### config.mk
export PLATFORM = sky130hd
export DESIGN_NAME = sfd_ctrl
export DESIGN_NICKNAME = d
export VERILOG_FILES = /design/src/rtl/sfd_pkg.sv /design/src/rtl/sfd_ctrl.sv
export SDC_FILE = /design/constraint.sdc
export NUM_CORES = 1
export LEC_CHECK = 0
export BUFFER_PORTS_ARGS = -buffer_cell sky130_fd_sc_hd__buf_2
export CAP_MARGIN = 25
export CORE_AREA = 2 2 39 41
export CTS_CLUSTER_DIAMETER = 40
export DETAILED_ROUTE_END_ITERATION = 7
export DIE_AREA = 0 0 41 43
export PLACE_DENSITY_LB_ADDON = 0.05
export SYNTH_ARGS = -nofsm -noshare
export SYNTH_HDL_FRONTEND = slang
export SYNTH_SLANG_ARGS = --single-unit
### constraint.sdc
create_clock -name i_clk -period 4.6 [get_ports i_clk]
set_input_delay 0.23 -clock i_clk [delete_from_list [all_inputs] [get_ports i_clk]]
set_output_delay 0.23 -clock i_clk [all_outputs]
set_load 0.01 [all_outputs]
### src/rtl/sfd_pkg.sv
`default_nettype none
package sfd_pkg;

    // sample and field widths
    localparam int SAMPLE_WIDTH = 16;
    localparam int SW           = SAMPLE_WIDTH;
    localparam int POT_W        = 16;
    localparam int COEF_W       = 32;
    localparam int DT_W         = 24;

    // configuration port
    localparam int CFG_IDX_W  = 2;
    localparam int CFG_DATA_W = 32;
    localparam logic [CFG_IDX_W-1:0] CFG_COEF = CFG_IDX_W'(0);
    localparam logic [CFG_IDX_W-1:0] CFG_DT   = CFG_IDX_W'(1);
    localparam logic [COEF_W-1:0]    COEF_RESET = COEF_W'(65536);
    localparam logic [DT_W-1:0]      DT_RESET   = DT_W'(16777);

    // datapath widths, derived from the field widths above but for the fixed low split
    localparam int LAP_W  = SW + 2;                 // a - 2b + c
    localparam int VS_W   = POT_W + SW;             // potential times sample
    localparam int MULC_W = LAP_W + COEF_W + 1;     // lap times unsigned coef
    localparam int SCL_W  = MULC_W - 8;             // coef*lap at F+8 fraction bits
    localparam int TERM_W = SCL_W + 1;              // vs - scaled lap
    localparam int MAG_W  = TERM_W;                 // magnitude of term
    localparam int LO_W   = 32;                     // low split of the magnitude
    localparam int HI_W   = MAG_W - LO_W;
    localparam int PLO_W  = LO_W + DT_W;
    localparam int PHI_W  = HI_W + DT_W;
    localparam int R_W    = PHI_W + 1;              // rounded delta magnitude
    localparam int NEW_W  = R_W + 1;                // old +/- delta before clamp

    localparam logic [PLO_W:0] RND_HALF = (PLO_W + 1)'(1) << (LO_W - 1);
    localparam logic signed [NEW_W-1:0] SAT_MAX =
        NEW_W'((64'sd1 <<< (SW - 1)) - 64'sd1);
    localparam logic signed [NEW_W-1:0] SAT_MIN = -SAT_MAX - NEW_W'(1);

    // controller to datapath commands
    typedef struct packed {
        logic capture;
        logic shift;
        logic clear;
        logic out_load;
        logic out_zero;
        logic out_last;
    } t_cmd;

    // datapath to controller status
    typedef struct packed {
        logic out_free;
    } t_sts;

endpackage
`default_nettype wire

### src/rtl/sfd_ctrl.sv
`default_nettype none
module sfd_ctrl import sfd_pkg::*; (
    input  logic i_clk,
    input  logic i_rst_n,
    input  logic i_in_valid,
    input  logic i_last_in,
    output logic o_in_ready,
    input  t_sts i_sts,
    output t_cmd o_cmd
);

    localparam logic [3:0] ST_IDLE  = 4'd0;
    localparam logic [3:0] ST_LAP   = 4'd1;
    localparam logic [3:0] ST_MUL   = 4'd2;
    localparam logic [3:0] ST_TERM  = 4'd3;
    localparam logic [3:0] ST_MAG   = 4'd4;
    localparam logic [3:0] ST_PROD  = 4'd5;
    localparam logic [3:0] ST_RND   = 4'd6;
    localparam logic [3:0] ST_APPLY = 4'd7;
    localparam logic [3:0] ST_EMIT1 = 4'd8;
    localparam logic [3:0] ST_EMITE = 4'd9;
    localparam logic [3:0] ST_TAIL  = 4'd10;

    localparam logic [1:0] PH_START = 2'd0;
    localparam logic [1:0] PH_ONE   = 2'd1;
    localparam logic [1:0] PH_MORE  = 2'd2;

    logic [3:0] r_state, n_state;
    logic [1:0] r_phase, n_phase;
    logic       r_last, n_last;
    logic       r_zero, n_zero;

    assign o_in_ready = (r_state == ST_IDLE);

    // next state and commands
    always_comb begin
        n_state = r_state;
        n_phase = r_phase;
        n_last  = r_last;
        n_zero  = r_zero;
        o_cmd   = '0;
        unique case (r_state)
            ST_IDLE: begin
                if (i_in_valid) begin
                    o_cmd.capture = 1'b1;
                    n_last        = i_last_in;
                    priority case (r_phase)
                        PH_START: begin
                            n_state = i_last_in ? ST_EMITE : ST_TAIL;
                        end
                        PH_ONE: begin
                            n_state = ST_EMIT1;
                            n_zero  = 1'b1;
                        end
                        default: begin
                            // two or more points held: interior update
                            n_state = ST_LAP;
                            n_zero  = 1'b0;
                        end
                    endcase
                end
            end
            ST_LAP:   n_state = ST_MUL;
            ST_MUL:   n_state = ST_TERM;
            ST_TERM:  n_state = ST_MAG;
            ST_MAG:   n_state = ST_PROD;
            ST_PROD:  n_state = ST_RND;
            ST_RND:   n_state = ST_APPLY;
            ST_APPLY: n_state = ST_EMIT1;
            ST_EMIT1: begin
                if (i_sts.out_free) begin
                    o_cmd.out_load = 1'b1;
                    o_cmd.out_zero = r_zero;
                    if (r_last) begin
                        n_state = ST_EMITE;
                    end else begin
                        o_cmd.shift = 1'b1;
                        n_phase     = PH_MORE;
                        n_state     = ST_IDLE;
                    end
                end
            end
            ST_EMITE: begin
                // zero end point, then back to line start
                if (i_sts.out_free) begin
                    o_cmd.out_load = 1'b1;
                    o_cmd.out_zero = 1'b1;
                    o_cmd.out_last = 1'b1;
                    o_cmd.clear    = 1'b1;
                    n_phase        = PH_START;
                    n_state        = ST_IDLE;
                end
            end
            ST_TAIL: begin
                o_cmd.shift = 1'b1;
                n_phase     = PH_ONE;
                n_state     = ST_IDLE;
            end
            default: n_state = ST_IDLE;
        endcase
    end

    // control registers
    always_ff @(posedge i_clk) begin
        if (!i_rst_n) begin
            r_state <= ST_IDLE;
            r_phase <= PH_START;
            r_last  <= 1'b0;
            r_zero  <= 1'b0;
        end else begin
            r_state <= n_state;
            r_phase <= n_phase;
            r_last  <= n_last;
            r_zero  <= n_zero;
        end
    end

    a_apply_emits: assert property (@(posedge i_clk) disable iff (!i_rst_n)
        (r_state == ST_APPLY) |=> (r_state == ST_EMIT1))
        else $error("computed result not followed by its emit");

    a_end_restarts: assert property (@(posedge i_clk) disable iff (!i_rst_n)
        (o_cmd.out_load && o_cmd.out_last) |=> (r_phase == PH_START && r_state == ST_IDLE))
        else $error("line end did not return to line start");

    a_shift_holds: assert property (@(posedge i_clk) disable iff (!i_rst_n)
        o_cmd.shift |=> (r_phase != PH_START))
        else $error("window shifted but phase still at line start");

endmodule
`default_nettype wire

After elaboration in Yosys (flattened, before gate mapping):

Index checks and enable logic that the tools add are counted.

* register bits: 8
* bits of input ports: 5
* output and inout bits: 7
* word-level logic and storage cells: 49

* equality and inequality tests: 15
* muxes and demuxes: 22
* bitwise operators: 1
* reduce and logical (&&, ||, !) cells: 7

Operator list (count)
* one-hot mux 4 bit (10 select lines): 1
* 2-to-1 mux 4 bit: 5
* equality test 4 x 3 -> 1 bit (second input constant): 4
* equality test 4 bit (second input constant): 3
* 2-to-1 mux 2 bit: 5
* equality test 4 x 2 -> 1 bit (second input constant): 2
* != test 2 bit (second input constant): 4
* one-hot mux 4 bit (2 select lines): 1
* 2-to-1 mux 1 bit: 6
* one-hot mux 2 bit (3 select lines): 1
* AND reduction 3 bit: 2
* equality test 4 x 1 -> 1 bit (second input constant): 1
* logical NOT 4 bit: 1
* one-hot mux 1 bit (2 select lines): 2
* one-hot mux 2 bit (2 select lines): 1
* AND reduction 4 bit: 1
* nonzero test 3 bit: 1
* equality test 2 x 1 -> 1 bit (second input constant): 1
* logical NOT 2 bit: 1
* AND reduction 2 bit: 1
* NOT 1 bit: 1

Logic depth before layout (Yosys ltp):

* depth in word-level cells: 4
* gate-level depth with buffers: 5
* mapped depth without buffers: 4

Worst setup path before layout:

Ideal clock, no wire load.

* kind: reg2out
* start: reg r_state[1]
* end: out o_cmd[3] in the netlist's numbering
* data arrival time: 1.306 ns
* data required time: 4.370 ns
* slack: 3.064 ns
* stages on the path, launching flop included: 6
* buffers on the path: 2
* path through: dfxtp_1 buf_6 or2_4 nor2_1 and2_1 buf_4

RTL lines
* start, declared: RTL line sfd_ctrl.sv:28 `logic [3:0] r_state, n_state;`
* start signal, assigned: RTL line sfd_ctrl.sv:111 `r_state <= n_state;`
* end, declared: RTL line sfd_ctrl.sv:9 `output t_cmd o_cmd`

==> out/metrics.yaml <==
timing.final.hold_violations: 0
postLayoutCoreUtil_pct: 40.87
fraction_of_layout_instances_using_a_drive_strength_above_1_pct: 24.29
fin_crit_sh_pct: 39.34
track_usage_pct: 17.69
power.sequential.fraction_pct: 40.1
cap_violations: 0
wl_per_cell_um: 14.38
timing.critical_path.slowest_stage_cell: "dfxtp_1"
dp.final_hpwl_um: 873.4
avgViaCountPerCell: 5.826
timing.critical_path.arrival_ns: 1.58
grt.overflow.total: 0
antennaDiodeCount: 0
die_area_mm2: 0.001763
ios: 12
layout.nets: 77
floorplan.initialDensity_pct: 36.26
min-delay-path-class: "input port to register"
clock-skew-final_ns: 0.004446
count_of_unresolved_drc_violations_after_routing: 0
cp-end-kind: "output pin"
htreeDepth: 1
power_frac_comb_pct: 42.9
postSynthAreaPerCell_um2: 8.225
cts_sinks: 8
final_critical_path_time_including_i_o_delays_and_setup_ns: 1.810
ys_warn_count: 0
power.switching_mw: 0.1412
grt_pass1_vias: 443
dr.pass1.iters: 4
wl_met1_um: 580
grt_max_degree: 16
clock_path_buffers: 2
synth.lib_cells_used.distinct: 28
count_of_input_and_output_buffers: 11
synth-seq-cells: 8
fp.dieW_um: 41
top_signal_layer_used: "met4"
power.switching_fraction_pct: 42.68
finalSetupViolCount: 0
max_freq_ghz: 0.5526
initialDrtViolationCount: 15
timing.rr.end: "r_state[0]"
cts_tree: "built"
critical_path_peak_fanout: 14
critical_path_source_type: "register"
synth_sequential_area_ratio_pct: 31.92
crit_path_cell_trace: "nand2_1, nor2_1, and2_1, buf_2"
rsz0062_at_grt: "false"
syn_to_final_growth_pct: 12.72
cts_root_buf: "clkbuf_4"
finalWeightedCongestion: 0.7091
met2_length_um: 576
final.setup.tns_ns: 0
powerDensity_mw_per_mm2: 585.1
cts_clk_pin_slew_worst_paths_ns: 0.06
worst_setup_path_endpoint: "o_cmd[3]"
critical_path_required_ns: 4.37
critical_path.reg2reg.startpoint: "r_state[3]"
intPower_mw: 0.1897
setup.worst_path.start: "r_state[3]"
routed-via-count: 501
dr_wl_met3_um: 69
rr_worst_depth: 4
die-height_um: 43
ant_nets: 0
worst_ir_drop_vdd_mv: 0.2117
resized_gates_after_cts: 0
leakagePower_nw: 0.2153
grt_pass1_wl_mm: 2.104
cts_setup_buffers: 0
worst_slew_pin_slew_ns: 0.5427
synth_nets: 66
syn-instance-count: 61
insertion_delay_ns: 0.26
slew_violations: 0
timing.critical_path.slowest_cell_delay_ns: 0.62
routed_wirelength_mm: 1.237
reg2reg_setup_slack_ns: 2.99
power.share.clock_pct: 17.0
ctsHoldBuffers: 0
fp.coreArea_mm2: 0.001384
row_count: 14
number_of_buffers_inserted_during_clock_tree_synthesis: 3
synth_area_um2: 501.7
status: "complete, no violations"
antenna_violations_before_repair: 0
relSlewSlack_pct: 63.77
worstSetupPathType: "register to output pin"
## cells in the final DEF (no fill, tap or decap), types with 2 or more instances in the layout
master    synthesis  layout
nor4_1            2       2
dfxtp_1           8       8
clkbuf_4          0       3
buf_2             0      11
a211oi_1          2       2
o21a_1            3       3
a21oi_1           8       8
o21ai_0           2       2
nor4b_1           2       2
nor2_1            5       5
nand2_1           5       5
and2_1            2       2
inv_1             3       3
## flip-flops by register name, summed over array words and instances, names as in the netlist
| name | flops |
|---|---|
| r_state | 4 |
| r_zero | 1 |
| r_phase | 2 |
| r_last | 1 |
## power groups by stage
| stage | Combinational, mW | Sequential [mW] | Clock, mW |
|---|---|---|---|
| finish | 0.142 | 0.133 | 0.0563 |
| global route | 0.159 | 0.138 | 0.0632 |
| CTS | 0.142 | 0.131 | 0.0571 |
| detailed placement | 0.141 | 0.133 | 0 |
| global placement | 0.141 | 0.133 | 0 |
| floorplan | 0.141 | 0.101 | 0 |
## cell usage after synthesis
cell type / count / area [um^2]
a21oi_1: 8 / 40.04
dfxtp_1: 8 / 160.2
nand2_1: 5 / 18.77
nor2_1: 5 / 18.77
inv_1: 3 / 11.26
o21a_1: 3 / 22.52
a211oi_1: 2 / 15.01
and2_1: 2 / 12.51
buf_4: 2 / 15.01
clkbuf_1: 2 / 7.510
nor4_1: 2 / 12.51
nor4b_1: 2 / 17.52
o21ai_0: 2 / 10.01
a2111o_1: 1 / 11.26
a2111oi_1: 1 / 10.01
a2111oi_2: 1 / 15.01
buf_6: 1 / 11.26
nand2b_1: 1 / 6.260
nand3b_1: 1 / 7.510
nand4b_1: 1 / 8.760
nand4bb_1: 1 / 11.26
nor2b_1: 1 / 6.260
nor3_1: 1 / 5.000
nor3b_1: 1 / 7.510
nor4_2: 1 / 12.51
o32a_1: 1 / 10.01
or2_4: 1 / 8.760
xor2_1: 1 / 8.760
## stage by stage
stage | total power, mW | hold slack (ns) | setup slack, ns | instance area, um^2 | cells
global route | 0.3601 | 0.2190 | 2.570 | 565.5 | 86
CTS | 0.3299 | 0.2185 | 2.773 | 565.5 | 86
global placement | 0.2732 | 0.4875 | 3.038 | 543.0 | 83
detailed placement | 0.2739 | 0.4862 | 3.014 | 543.0 | 83
finish | 0.3309 | 0.2174 | 2.790 | 565.5 | 86
floorplan | 0.2415 | 0.3475 | 3.064 | 501.7 | 61
## logic make-up after synthesis
kind of cell           count (synthesis)  synth area share [%]
AND/OR/NAND/NOR                       25                 30.68
AO/OA/AOI/OAI                         19                 26.68
flip-flops                             8                 31.92
buffers and inverters                  8                 8.977
XOR/XNOR                               1                 1.746
## area by class of cell
cell class	count	area (um^2)
tap	16	20.02
inverter	3	11.26
fill	155	818.3
clock buffer	3	22.52
multi-input combinational	45	296.5
sequential	8	160.2
timing repair buffer	11	55.05
## worst min-delay path by stage
stage	start	end	slack (ns)	depth (start not counted)
after global routing	i_rst_n	r_state[3]	0.22	2
after floorplan	i_rst_n	r_state[3]	0.35	1
after CTS	i_rst_n	r_state[3]	0.22	2
after global placement	i_rst_n	r_state[3]	0.49	2
after detailed placement	i_rst_n	r_state[3]	0.49	2
final	i_rst_n	r_state[3]	0.22	2
## critical path, delay by kind of cell, from the launching register on
family / cells / cell delay, ns
buffers and inverters: 1 / 0.13
AND/OR/NAND/NOR: 3 / 0.57
flip-flops: 1 / 0.62
## per-layer routing
| layer | track usage, % | vias to the layer above |
|---|---|---|
| met4 | 10.00 | 0 |
| li1 | - | 243 |
| met1 | 26.77 | 239 |
| met2 | 22.50 | 17 |
| met5 | 0 | - |
| met3 | 3.141 | 2 |
No activity file was read; power rests on OpenSTA's default activity.
